--- src/hw/rtl/bounded_array_list_engine_core_defines.svh ---
// Assertion macros for the array list engine core.
// Each macro expects clk_i and rst_ni in the scope where it is used.
`ifndef BOUNDED_ARRAY_LIST_ENGINE_CORE_DEFINES_SVH
`define BOUNDED_ARRAY_LIST_ENGINE_CORE_DEFINES_SVH

`ifndef SYNTHESIS

// Check a property on every clock edge outside reset.
`define BAL_ASSERT_ALWAYS(lbl, prop) \
  lbl: assert property (@(posedge clk_i) disable iff (!rst_ni) (prop)) \
    else $error("bal_core: assertion failed");

// Check that a condition implies a consequence in the same cycle.
`define BAL_ASSERT_IMPL(lbl, ante, cons) \
  lbl: assert property (@(posedge clk_i) disable iff (!rst_ni) (ante) |-> (cons)) \
    else $error("bal_core: assertion failed");

`else

`define BAL_ASSERT_ALWAYS(lbl, prop)
`define BAL_ASSERT_IMPL(lbl, ante, cons)

`endif

`endif

--- src/hw/rtl/bal_pkg.sv ---
`default_nettype none

package bal_pkg;

  // Storage geometry
  localparam int unsigned DEPTH      = 8;
  localparam int unsigned WORD_WIDTH = 32;
  localparam int unsigned IDX_W      = $clog2(DEPTH);
  localparam int unsigned CNT_W      = $clog2(DEPTH + 1);

  // Fixed field widths
  localparam int unsigned KIND_W = 3;
  localparam int unsigned POS_W  = 3;
  localparam int unsigned VAL_W  = 32;
  localparam int unsigned STAT_W = 2;
  localparam int unsigned OCNT_W = 4;
  localparam int unsigned FIDX_W = 3;
  localparam int unsigned AT_W   = (CNT_W > POS_W) ? CNT_W : POS_W;

  // Stream payload widths, padded to whole bytes
  localparam int unsigned REQ_W      = POS_W + VAL_W;
  localparam int unsigned RES_W      = STAT_W + VAL_W + OCNT_W + 1 + FIDX_W + VAL_W + VAL_W;
  localparam int unsigned S_TDATA_W  = ((REQ_W + 7) / 8) * 8;
  localparam int unsigned M_TDATA_W  = ((RES_W + 7) / 8) * 8;

  typedef logic [WORD_WIDTH-1:0] word_t;

  typedef enum logic [KIND_W-1:0] {
    KIND_INS_FRONT = 3'd0,
    KIND_INS_BACK  = 3'd1,
    KIND_INS_AT    = 3'd2,
    KIND_REM_FRONT = 3'd3,
    KIND_REM_BACK  = 3'd4,
    KIND_REM_AT    = 3'd5,
    KIND_WRITE_AT  = 3'd6,
    KIND_SEARCH    = 3'd7
  } kind_e;

  typedef enum logic [STAT_W-1:0] {
    STAT_OK        = 2'd0,
    STAT_OVERFLOW  = 2'd1,
    STAT_UNDERFLOW = 2'd2,
    STAT_BAD_POS   = 2'd3
  } status_e;

  // Walk pointer operations
  typedef enum logic [2:0] {
    PTR_HOLD,
    PTR_ZERO,
    PTR_TOP,
    PTR_AT,
    PTR_INC,
    PTR_DEC
  } ptr_op_e;

  // Memory read address select
  typedef enum logic [1:0] {
    RA_PTR,
    RA_PTR_INC,
    RA_PTR_DEC
  } raddr_e;

  // Memory write select
  typedef enum logic [1:0] {
    WA_MOVE_UP,
    WA_MOVE_DN,
    WA_WORD
  } wsel_e;

  // Controller to datapath commands
  typedef struct packed {
    logic    req_load;
    logic    chk_load;
    ptr_op_e ptr_op;
    logic    rd_en;
    raddr_e  rd_sel;
    logic    wr_en;
    wsel_e   wr_sel;
    logic    cnt_inc;
    logic    cnt_dec;
    logic    keep_removed;
    logic    scan_clear;
    logic    scan_step;
    logic    out_load;
  } dp_cmd_t;

  // Datapath to controller status
  typedef struct packed {
    logic ins;
    logic rem;
    logic wr;
    logic err;
    logic at_eq_cnt;
    logic ptr_at;
    logic next_in;
    logic empty;
  } dp_stat_t;

  // Input payload, position in the low bits
  typedef struct packed {
    logic signed [VAL_W-1:0] value;
    logic [POS_W-1:0]        position;
  } req_t;

  // Result payload, status in the low bits
  typedef struct packed {
    logic signed [VAL_W-1:0] min_value;
    logic signed [VAL_W-1:0] max_value;
    logic [FIDX_W-1:0]       found_index;
    logic                    found;
    logic [OCNT_W-1:0]       count;
    logic signed [VAL_W-1:0] read_value;
    logic [STAT_W-1:0]       status;
  } res_t;

endpackage

`default_nettype wire

--- src/hw/rtl/bal_dp.sv ---
`default_nettype none

module bal_dp (
  input  logic              clk_i,
  input  logic              rst_ni,
  input  bal_pkg::req_t     req_i,
  input  logic [bal_pkg::KIND_W-1:0] kind_i,
  input  bal_pkg::dp_cmd_t  cmd_i,
  output bal_pkg::dp_stat_t stat_o,
  output bal_pkg::res_t     res_o
);
  import bal_pkg::*;

  // Request and bookkeeping registers
  logic [KIND_W-1:0] kind_q;
  logic [POS_W-1:0]  pos_q;
  word_t             word_q;
  logic [CNT_W-1:0]  count_q;
  logic [AT_W-1:0]   at_q;
  logic [STAT_W-1:0] status_q;
  logic [IDX_W-1:0]  ptr_q;

  // Entry memory and read data
  word_t             mem_q [DEPTH];
  word_t             rdata_q;
  logic [IDX_W-1:0]  raddr;
  logic [IDX_W-1:0]  waddr;
  word_t             wdata;

  // Scan and removal results
  logic              removed_q;
  word_t             rm_word_q;
  word_t             top_q;
  word_t             mx_q;
  word_t             mn_q;
  logic              found_q;
  logic [IDX_W-1:0]  fidx_q;
  res_t              res_q;

  // Decode and check
  logic              is_ins;
  logic              is_rem;
  logic              is_wr;
  logic [AT_W-1:0]   at_c;
  logic [AT_W-1:0]   cnt_at;
  status_e           status_c;

  always_comb begin
    cnt_at   = AT_W'(count_q);
    is_ins   = 1'b0;
    is_rem   = 1'b0;
    is_wr    = 1'b0;
    at_c     = '0;
    status_c = STAT_OK;
    case (kind_e'(kind_q))
      KIND_INS_FRONT: begin
        is_ins = 1'b1;
        at_c   = '0;
      end
      KIND_INS_BACK: begin
        is_ins = 1'b1;
        at_c   = cnt_at;
      end
      KIND_INS_AT: begin
        is_ins = 1'b1;
        at_c   = AT_W'(pos_q);
      end
      KIND_REM_FRONT: begin
        is_rem = 1'b1;
        at_c   = '0;
      end
      KIND_REM_BACK: begin
        is_rem = 1'b1;
        at_c   = AT_W'(count_q - CNT_W'(1));
      end
      KIND_REM_AT: begin
        is_rem = 1'b1;
        at_c   = AT_W'(pos_q);
      end
      KIND_WRITE_AT: begin
        is_wr = 1'b1;
        at_c  = AT_W'(pos_q);
      end
      KIND_SEARCH: begin
        at_c = '0;
      end
      default: begin
        at_c = '0;
      end
    endcase

    if (is_ins) begin
      if (count_q >= CNT_W'(DEPTH)) begin
        status_c = STAT_OVERFLOW;
      end else if (at_c > cnt_at) begin
        status_c = STAT_BAD_POS;
      end
    end else if (is_rem) begin
      if (count_q == '0) begin
        status_c = STAT_UNDERFLOW;
      end else if (at_c >= cnt_at) begin
        status_c = STAT_BAD_POS;
      end
    end else if (is_wr) begin
      if (at_c >= cnt_at) begin
        status_c = STAT_BAD_POS;
      end
    end
  end

  // Status toward the controller
  always_comb begin
    stat_o.ins       = is_ins;
    stat_o.rem       = is_rem;
    stat_o.wr        = is_wr;
    stat_o.err       = (status_c != STAT_OK);
    stat_o.at_eq_cnt = (at_c == cnt_at);
    stat_o.ptr_at    = (AT_W'(ptr_q) == at_q);
    stat_o.next_in   = ((CNT_W'(ptr_q) + CNT_W'(1)) < count_q);
    stat_o.empty     = (count_q == '0);
  end

  // Memory address and data selection
  always_comb begin
    case (cmd_i.rd_sel)
      RA_PTR:     raddr = ptr_q;
      RA_PTR_INC: raddr = ptr_q + IDX_W'(1);
      RA_PTR_DEC: raddr = ptr_q - IDX_W'(1);
      default:    raddr = ptr_q;
    endcase
    case (cmd_i.wr_sel)
      WA_MOVE_UP: begin
        waddr = ptr_q + IDX_W'(1);
        wdata = rdata_q;
      end
      WA_MOVE_DN: begin
        waddr = ptr_q - IDX_W'(1);
        wdata = rdata_q;
      end
      WA_WORD: begin
        waddr = IDX_W'(at_q);
        wdata = word_q;
      end
      default: begin
        waddr = ptr_q;
        wdata = rdata_q;
      end
    endcase
  end

  // Entry memory: one write and one registered read per cycle
  always_ff @(posedge clk_i) begin
    if (cmd_i.wr_en) begin
      mem_q[waddr] <= wdata;
    end
    if (cmd_i.rd_en) begin
      rdata_q <= mem_q[raddr];
    end
  end

  // Fill count
  always_ff @(posedge clk_i or negedge rst_ni) begin
    if (!rst_ni) begin
      count_q <= '0;
    end else if (cmd_i.cnt_inc) begin
      count_q <= count_q + CNT_W'(1);
    end else if (cmd_i.cnt_dec) begin
      count_q <= count_q - CNT_W'(1);
    end
  end

  // Walk pointer
  always_ff @(posedge clk_i) begin
    case (cmd_i.ptr_op)
      PTR_ZERO: ptr_q <= '0;
      PTR_TOP:  ptr_q <= IDX_W'(count_q - CNT_W'(1));
      PTR_AT:   ptr_q <= IDX_W'(at_c);
      PTR_INC:  ptr_q <= ptr_q + IDX_W'(1);
      PTR_DEC:  ptr_q <= ptr_q - IDX_W'(1);
      default:  ptr_q <= ptr_q;
    endcase
  end

  // Capture the request, the check result and the removed word
  always_ff @(posedge clk_i) begin
    if (cmd_i.req_load) begin
      kind_q    <= kind_i;
      pos_q     <= req_i.position;
      word_q    <= WORD_WIDTH'(req_i.value);
      removed_q <= 1'b0;
    end
    if (cmd_i.chk_load) begin
      at_q     <= at_c;
      status_q <= status_c;
    end
    if (cmd_i.keep_removed) begin
      rm_word_q <= rdata_q;
      removed_q <= 1'b1;
    end
  end

  // Scan: track top, max, min and the first search match
  always_ff @(posedge clk_i) begin
    if (cmd_i.scan_clear) begin
      found_q <= 1'b0;
      fidx_q  <= '0;
    end else if (cmd_i.scan_step) begin
      top_q <= rdata_q;
      if (ptr_q == '0) begin
        mx_q <= rdata_q;
        mn_q <= rdata_q;
      end else begin
        if ($signed(rdata_q) > $signed(mx_q)) begin
          mx_q <= rdata_q;
        end
        if ($signed(rdata_q) < $signed(mn_q)) begin
          mn_q <= rdata_q;
        end
      end
      if ((kind_q == KIND_SEARCH) && !found_q && (rdata_q == word_q)) begin
        found_q <= 1'b1;
        fidx_q  <= ptr_q;
      end
    end
  end

  // Output register
  always_ff @(posedge clk_i) begin
    if (cmd_i.out_load) begin
      res_q.status      <= status_q;
      res_q.count       <= OCNT_W'(count_q);
      res_q.found       <= found_q;
      res_q.found_index <= FIDX_W'(fidx_q);
      if (removed_q) begin
        res_q.read_value <= VAL_W'(rm_word_q);
      end else if (count_q == '0) begin
        res_q.read_value <= '0;
      end else begin
        res_q.read_value <= VAL_W'(top_q);
      end
      if (count_q == '0) begin
        res_q.max_value <= '0;
        res_q.min_value <= '0;
      end else begin
        res_q.max_value <= VAL_W'(mx_q);
        res_q.min_value <= VAL_W'(mn_q);
      end
    end
  end

  assign res_o = res_q;

endmodule

`default_nettype wire

--- src/hw/rtl/bal_ctrl.sv ---
`default_nettype none

module bal_ctrl (
  input  logic              clk_i,
  input  logic              rst_ni,
  input  logic              s_valid_i,
  output logic              s_ready_o,
  output logic              m_valid_o,
  input  logic              m_ready_i,
  input  bal_pkg::dp_stat_t stat_i,
  output bal_pkg::dp_cmd_t  cmd_o
);
  import bal_pkg::*;

  typedef enum logic [3:0] {
    S_IDLE,
    S_CHECK,
    S_INS_RD,
    S_INS_MV,
    S_PUT,
    S_REM_RD,
    S_REM_CAP,
    S_REM_MV,
    S_SCAN0,
    S_SCAN_RD,
    S_SCAN_CMP,
    S_DONE
  } state_e;

  state_e state_q;
  state_e state_d;
  logic   out_valid_q;

  // Sequence one request: check, shift, write, scan, deliver
  always_comb begin
    cmd_o   = '0;
    state_d = state_q;
    case (state_q)
      S_IDLE: begin
        if (s_valid_i) begin
          cmd_o.req_load = 1'b1;
          state_d        = S_CHECK;
        end
      end
      S_CHECK: begin
        cmd_o.chk_load = 1'b1;
        if (stat_i.err) begin
          state_d = S_SCAN0;
        end else if (stat_i.ins) begin
          if (stat_i.at_eq_cnt) begin
            state_d = S_PUT;
          end else begin
            cmd_o.ptr_op = PTR_TOP;
            state_d      = S_INS_RD;
          end
        end else if (stat_i.rem) begin
          cmd_o.ptr_op = PTR_AT;
          state_d      = S_REM_RD;
        end else if (stat_i.wr) begin
          state_d = S_PUT;
        end else begin
          state_d = S_SCAN0;
        end
      end
      S_INS_RD: begin
        cmd_o.rd_en  = 1'b1;
        cmd_o.rd_sel = RA_PTR;
        state_d      = S_INS_MV;
      end
      S_INS_MV: begin
        // move one entry up, walking down toward the insert point
        cmd_o.wr_en  = 1'b1;
        cmd_o.wr_sel = WA_MOVE_UP;
        if (stat_i.ptr_at) begin
          state_d = S_PUT;
        end else begin
          cmd_o.ptr_op = PTR_DEC;
          cmd_o.rd_en  = 1'b1;
          cmd_o.rd_sel = RA_PTR_DEC;
        end
      end
      S_PUT: begin
        cmd_o.wr_en   = 1'b1;
        cmd_o.wr_sel  = WA_WORD;
        cmd_o.cnt_inc = stat_i.ins;
        state_d       = S_SCAN0;
      end
      S_REM_RD: begin
        cmd_o.rd_en  = 1'b1;
        cmd_o.rd_sel = RA_PTR;
        state_d      = S_REM_CAP;
      end
      S_REM_CAP: begin
        cmd_o.keep_removed = 1'b1;
        if (stat_i.next_in) begin
          cmd_o.rd_en  = 1'b1;
          cmd_o.rd_sel = RA_PTR_INC;
          cmd_o.ptr_op = PTR_INC;
          state_d      = S_REM_MV;
        end else begin
          cmd_o.cnt_dec = 1'b1;
          state_d       = S_SCAN0;
        end
      end
      S_REM_MV: begin
        // move one entry down to close the gap
        cmd_o.wr_en  = 1'b1;
        cmd_o.wr_sel = WA_MOVE_DN;
        if (stat_i.next_in) begin
          cmd_o.rd_en  = 1'b1;
          cmd_o.rd_sel = RA_PTR_INC;
          cmd_o.ptr_op = PTR_INC;
        end else begin
          cmd_o.cnt_dec = 1'b1;
          state_d       = S_SCAN0;
        end
      end
      S_SCAN0: begin
        cmd_o.ptr_op     = PTR_ZERO;
        cmd_o.scan_clear = 1'b1;
        state_d          = stat_i.empty ? S_DONE : S_SCAN_RD;
      end
      S_SCAN_RD: begin
        cmd_o.rd_en  = 1'b1;
        cmd_o.rd_sel = RA_PTR;
        state_d      = S_SCAN_CMP;
      end
      S_SCAN_CMP: begin
        cmd_o.scan_step = 1'b1;
        if (stat_i.next_in) begin
          cmd_o.rd_en  = 1'b1;
          cmd_o.rd_sel = RA_PTR_INC;
          cmd_o.ptr_op = PTR_INC;
        end else begin
          state_d = S_DONE;
        end
      end
      S_DONE: begin
        // hold until the output register is free
        if (!out_valid_q || m_ready_i) begin
          cmd_o.out_load = 1'b1;
          state_d        = S_IDLE;
        end
      end
      default: begin
        state_d = S_IDLE;
      end
    endcase
  end

  // State and output valid
  always_ff @(posedge clk_i or negedge rst_ni) begin
    if (!rst_ni) begin
      state_q     <= S_IDLE;
      out_valid_q <= 1'b0;
    end else begin
      state_q <= state_d;
      if (cmd_o.out_load) begin
        out_valid_q <= 1'b1;
      end else if (m_ready_i) begin
        out_valid_q <= 1'b0;
      end
    end
  end

  assign s_ready_o = (state_q == S_IDLE);
  assign m_valid_o = out_valid_q;

endmodule

`default_nettype wire

--- src/hw/rtl/bounded_array_list_engine_core.sv ---
// Channel    | Dir | Fields (lowest bit first)
// s_axis     | in  | tuser: kind[2:0]; tdata: position[2:0], value[34:3], zero pad
// m_axis     | out | tdata: status[1:0], read_value[33:2], count[37:34], found[38],
//            |     |        found_index[41:39], max_value[73:42], min_value[105:74], pad
//
// One item at a time. The shortest request finds the list empty and changes nothing;
// the longest is an insert at the front of a list of DEPTH - 1 entries: the entry
// memory moves one entry per cycle for a shift, then the max/min/search scan reads
// one entry per cycle.
// Reset clears the fill count, the controller state and the output valid; entries are not cleared.
// A result waits in the output register while the next item is taken; that item
// then holds in its last step until the output register is free.
`default_nettype none

`include "bounded_array_list_engine_core_defines.svh"

module bounded_array_list_engine_core (
  input  logic                              clk_i,
  input  logic                              rst_ni,
  input  logic                              s_axis_tvalid_i,
  output logic                              s_axis_tready_o,
  // position, value, zero pad
  input  logic [bal_pkg::S_TDATA_W-1:0]     s_axis_tdata_i,
  // kind
  input  logic [bal_pkg::KIND_W-1:0]        s_axis_tuser_i,
  output logic                              m_axis_tvalid_o,
  input  logic                              m_axis_tready_i,
  // status, read_value, count, found, found_index, max_value, min_value, zero pad
  output logic [bal_pkg::M_TDATA_W-1:0]     m_axis_tdata_o
);
  import bal_pkg::*;

  dp_cmd_t  cmd;
  dp_stat_t stat;
  req_t     req;
  res_t     res;

  assign req = s_axis_tdata_i[REQ_W-1:0];

  bal_ctrl u_ctrl (
    .clk_i     (clk_i),
    .rst_ni    (rst_ni),
    .s_valid_i (s_axis_tvalid_i),
    .s_ready_o (s_axis_tready_o),
    .m_valid_o (m_axis_tvalid_o),
    .m_ready_i (m_axis_tready_i),
    .stat_i    (stat),
    .cmd_o     (cmd)
  );

  bal_dp u_dp (
    .clk_i  (clk_i),
    .rst_ni (rst_ni),
    .req_i  (req),
    .kind_i (s_axis_tuser_i),
    .cmd_i  (cmd),
    .stat_o (stat),
    .res_o  (res)
  );

  assign m_axis_tdata_o = {{(M_TDATA_W - RES_W){1'b0}}, res};

  // Result consistency checks
  logic out_ovf;
  logic out_udf;
  logic out_found;

  assign out_ovf   = m_axis_tvalid_o && (res.status == STAT_OVERFLOW);
  assign out_udf   = m_axis_tvalid_o && (res.status == STAT_UNDERFLOW);
  assign out_found = m_axis_tvalid_o && res.found;

  `BAL_ASSERT_IMPL(a_ovf_full, out_ovf, res.count == OCNT_W'(DEPTH))
  `BAL_ASSERT_IMPL(a_udf_empty, out_udf, res.count == '0)
  `BAL_ASSERT_IMPL(a_found_ok, out_found, (res.status == STAT_OK) && (OCNT_W'(res.found_index) < res.count))
  `BAL_ASSERT_ALWAYS(a_max_ge_min, !m_axis_tvalid_o || (res.max_value >= res.min_value))

endmodule

`default_nettype wire
--- config.mk ---
export PLATFORM = sky130hd
export DESIGN_NAME = bounded_array_list_engine_core
export DESIGN_NICKNAME = d
export VERILOG_FILES = /design/src/hw/rtl/bal_pkg.sv /design/src/hw/rtl/bal_dp.sv /design/src/hw/rtl/bal_ctrl.sv /design/src/hw/rtl/bounded_array_list_engine_core.sv
export VERILOG_INCLUDE_DIRS = /design/src /design/src/hw/rtl
export SDC_FILE = /design/constraint.sdc
export NUM_CORES = 1
export LEC_CHECK = 0
export BUFFER_PORTS_ARGS = -buffer_cell sky130_fd_sc_hd__buf_4
export CAP_MARGIN = 20
export CORE_MARGIN = 10
export CORE_UTILIZATION = 55
export CTS_CLUSTER_SIZE = 12
export DETAILED_ROUTE_END_ITERATION = 10
export PLACE_DENSITY = 0.87
export SKIP_LAST_GASP = 1
export SLEW_MARGIN = 20
export SYNTH_ARGS = -nofsm -noshare
export SYNTH_HDL_FRONTEND = slang
export SYNTH_SLANG_ARGS = --single-unit
--- constraint.sdc ---
create_clock -name clk_i -period 8.9 [get_ports clk_i]
set_input_delay 0.445 -clock clk_i [delete_from_list [all_inputs] [get_ports clk_i]]
set_output_delay 0.445 -clock clk_i [all_outputs]
set_load 0.01 [all_outputs]
==> impl_metrics.tcl <==
set metrics [dict create \
    worstHoldStart "s_axis_tdata_i[11]" \
    grt_max_degree 85 \
    utilization_pct 64.5 \
    drc 0 \
    detail-route-antenna-nets 0 \
    fin_setup_tns_ns 0 \
    cts-root-buf "clkbuf_16" \
    antenna_cells 0 \
    synth_edf_count 569 \
    clkTransAtPathRegs_ns 0.06 \
    hold_path_end "u_dp.word_q[8]" \
    area_growth_pct 15.5 \
    grt_use_total_pct 20.2 \
    p_per_area_mw_per_mm2 370 \
    grt.overflow.total 0 \
    hold_viol_final 0 \
    worst_ep_required_time_ns 9.25 \
    htreeDepth 2 \
    synth_cell_types 76 \
    hpwl_um 34100 \
    layout-drive-gt1-share_pct 23.9 \
    fin_nets 1783 \
    synth_warnings 0 \
    max-cap-violations 0 \
    syn-cell-area_sq_mm 0.0241 \
    critical_path_class "reg -> reg" \
    ios 161 \
    cp-start-kind "flip-flop" \
    cts_hold_buf 31 \
    cts_buffer_depth 3 \
    worst_pin_slew_ns 0.989 \
    drtIter0Drc 1591 \
    start_util_pct 55.8 \
    synth-seq-cells 583 \
    antenna_found_initial 0 \
    end_kind "flip-flop" \
    peakVddDrop_v 0.000281 \
    ys_seq_area_share_pct 72.2 \
    rr_worst_depth 14 \
    globalplace.congestion 0.890 \
    placed_cells 2154 \
    clk_latency_ns 0.62 \
    first_global_vias 13973 \
    clock_sinks 583 \
    routed_wl_um 54200 \
    synth_top_area_cell "edfxtp_1" \
    ys.flop_type "edfxtp_1" \
    dieArea_sq_mm 0.0526 \
    grt_pass1_wl_um 82100 \
    outcome "completed" \
    die_w_um 229 \
    cts_buffers 57 \
    period_needed_ns 5.84 \
    rsz0062_at_grt "no" \
    port-buffer-count 149 \
    core_sq_mm 0.0432 \
    vias_per_cell 6.00 \
    crit_path_max_fanout 48 \
    drt_first_pass_iters 6 \
    slew_viol_final 0 \
    max_freq_mhz 171 \
    async_flop_share_pct 1.54 \
    finClkSkew_ns 0.0260 \
    hold_class "in -> reg" \
    ys_top_cells_by_area "edfxtp_1 71%, mux4_2 6.0%, ha_1 4.0%" \
    rrSetupSlack_ns 3.06 \
    p_total_mw 10.3 \
    r2r-start "u_dp.ptr_q[0]" \
    routedWlPerCell_um 23.9 \
    post_cts_resized 0 \
    cts_tree "built" \
    synth_most_common_cell "edfxtp_1" \
    synth_top_cells_by_count "569 x edfxtp_1, 107 x nor2_1, 102 x nand2_1" \
    fin_crit_sh_pct 65.6 \
    synth_area_per_cell_sq_um 16.6 \
    relSlewSlack_pct 34.1 \
    fp.dieH_um 229 \
    rows 76 \
    final_cells 2269 \
    r2r_end "u_dp.rdata_q[7]" \
    crit_arrival_ns 6.19 \
    setup_viol 0 \
    post_cts_buffers 0 \
    syn_inst 1452 \
    p_leak_nw 9.89 \
    synth_top_area_share_pct 70.9 \
    holdPathStages 1 \
    dr_total_vias 13616 \
]
-- placed cells by master, fill, tap and decap left out, types with 14 or more instances in the layout --
cell,n
ha_1,77
a21oi_1,38
nand2_1,102
dlygate4sd3_1,31
edfxtp_1,569
buf_4,172
inv_1,80
mux4_2,64
nor2_1,97
xor2_1,32
clkbuf_16,57
mux2_2,63
nand3_1,14
o21ai_0,59
-- worst max-delay path, stage by stage, from the launching register on --
cell      delay, ns
edfxtp_1       0.64
inv_1          0.16
ha_1           0.44
ha_1           0.23
or3_1          0.38
o22ai_2        0.35
and3_1         0.35
inv_1          0.11
ha_1           0.24
nor2_1         0.12
nor3_1         0.08
a21oi_4        0.68
buf_4          0.88
mux4_2         0.62
mux2_2         0.28
-- report_power, final --
part	internal [mW]	switching [mW]
logic	1.49	2.00
registers	4.12	0.544
clock network	1.18	0.968
total	6.78	3.51
-- cells by family (layout without fill, tap and decap cells) --
logic type,Yosys count,in the layout,share of synthesized area (%)
AO/OA/AOI/OAI,168,168,4.46
buffers and inverters,142,369,2.66
multiplexers,134,134,9.21
XOR/XNOR,42,42,1.53
adder cells (fa/ha/maj),77,77,4.00
other,1,6,0.0156
AND/OR/NAND/NOR,305,305,5.90
flip-flops,583,583,72.2
-- layout make-up --
| cell class | instances | area (sq um) |
|---|---|---|
| clock inverter | 13 | 115 |
| clock buffer | 71 | 1500 |
| sequential | 583 | 17400 |
| tap | 585 | 732 |
| multi-input combinational | 732 | 6180 |
| timing repair buffer | 203 | 1600 |
| fill | 2853 | 15300 |
| inverter | 82 | 308 |
-- metal layers --
metal | GRT usage, % | wire length (um) | vias up
li1 | - | - | 5932
met1 | 25.9 | 20700 | 6784
met2 | 34.2 | 26900 | 771
met3 | 3.61 | 5160 | 129
met4 | 7.16 | 1440 | 0
met5 | 0 | 0 | -
-- flip-flops by register name, summed over array words and instances, names as in the netlist, 4 cells and up --
name	count
u_dp.mem_q	256
u_dp.res_o	106
u_dp.mn_q	32
u_dp.mx_q	32
u_dp.rdata_q	32
u_dp.rm_word_q	32
u_dp.top_q	32
u_dp.word_q	32
u_ctrl.state_q	4
u_dp.at_q	4
u_dp.cnt_at	4
-- how the worst max path moves through the flow --
| stage | from | to | cells past startpoint |
|---|---|---|---|
| 2_1_floorplan | u_ctrl.state_q[1] | u_dp.res_o[0] | 3 |
| 3_3_place_gp | u_dp.ptr_q[0] | u_dp.rdata_q[21] | 14 |
| 3_5_place_dp | u_dp.ptr_q[0] | u_dp.rdata_q[8] | 14 |
| 4_1_cts | u_dp.ptr_q[0] | u_dp.rdata_q[7] | 14 |
| 5_1_grt | u_dp.ptr_q[0] | u_dp.rdata_q[21] | 14 |
| 6_report | u_dp.ptr_q[0] | u_dp.rdata_q[7] | 14 |
-- metrics by stage --
stage	hold slack, ns	instance area, sq um	setup WS [ns]
after floorplan	0.149	24100	3.38
after global placement	0.278	25900	3.25
after detailed placement	0.283	25900	3.07
after CTS	0.000633	27800	3.00
after global routing	0.00263	27900	2.71
final	0.0190	27900	3.06
(Power assumes the default switching activity.)
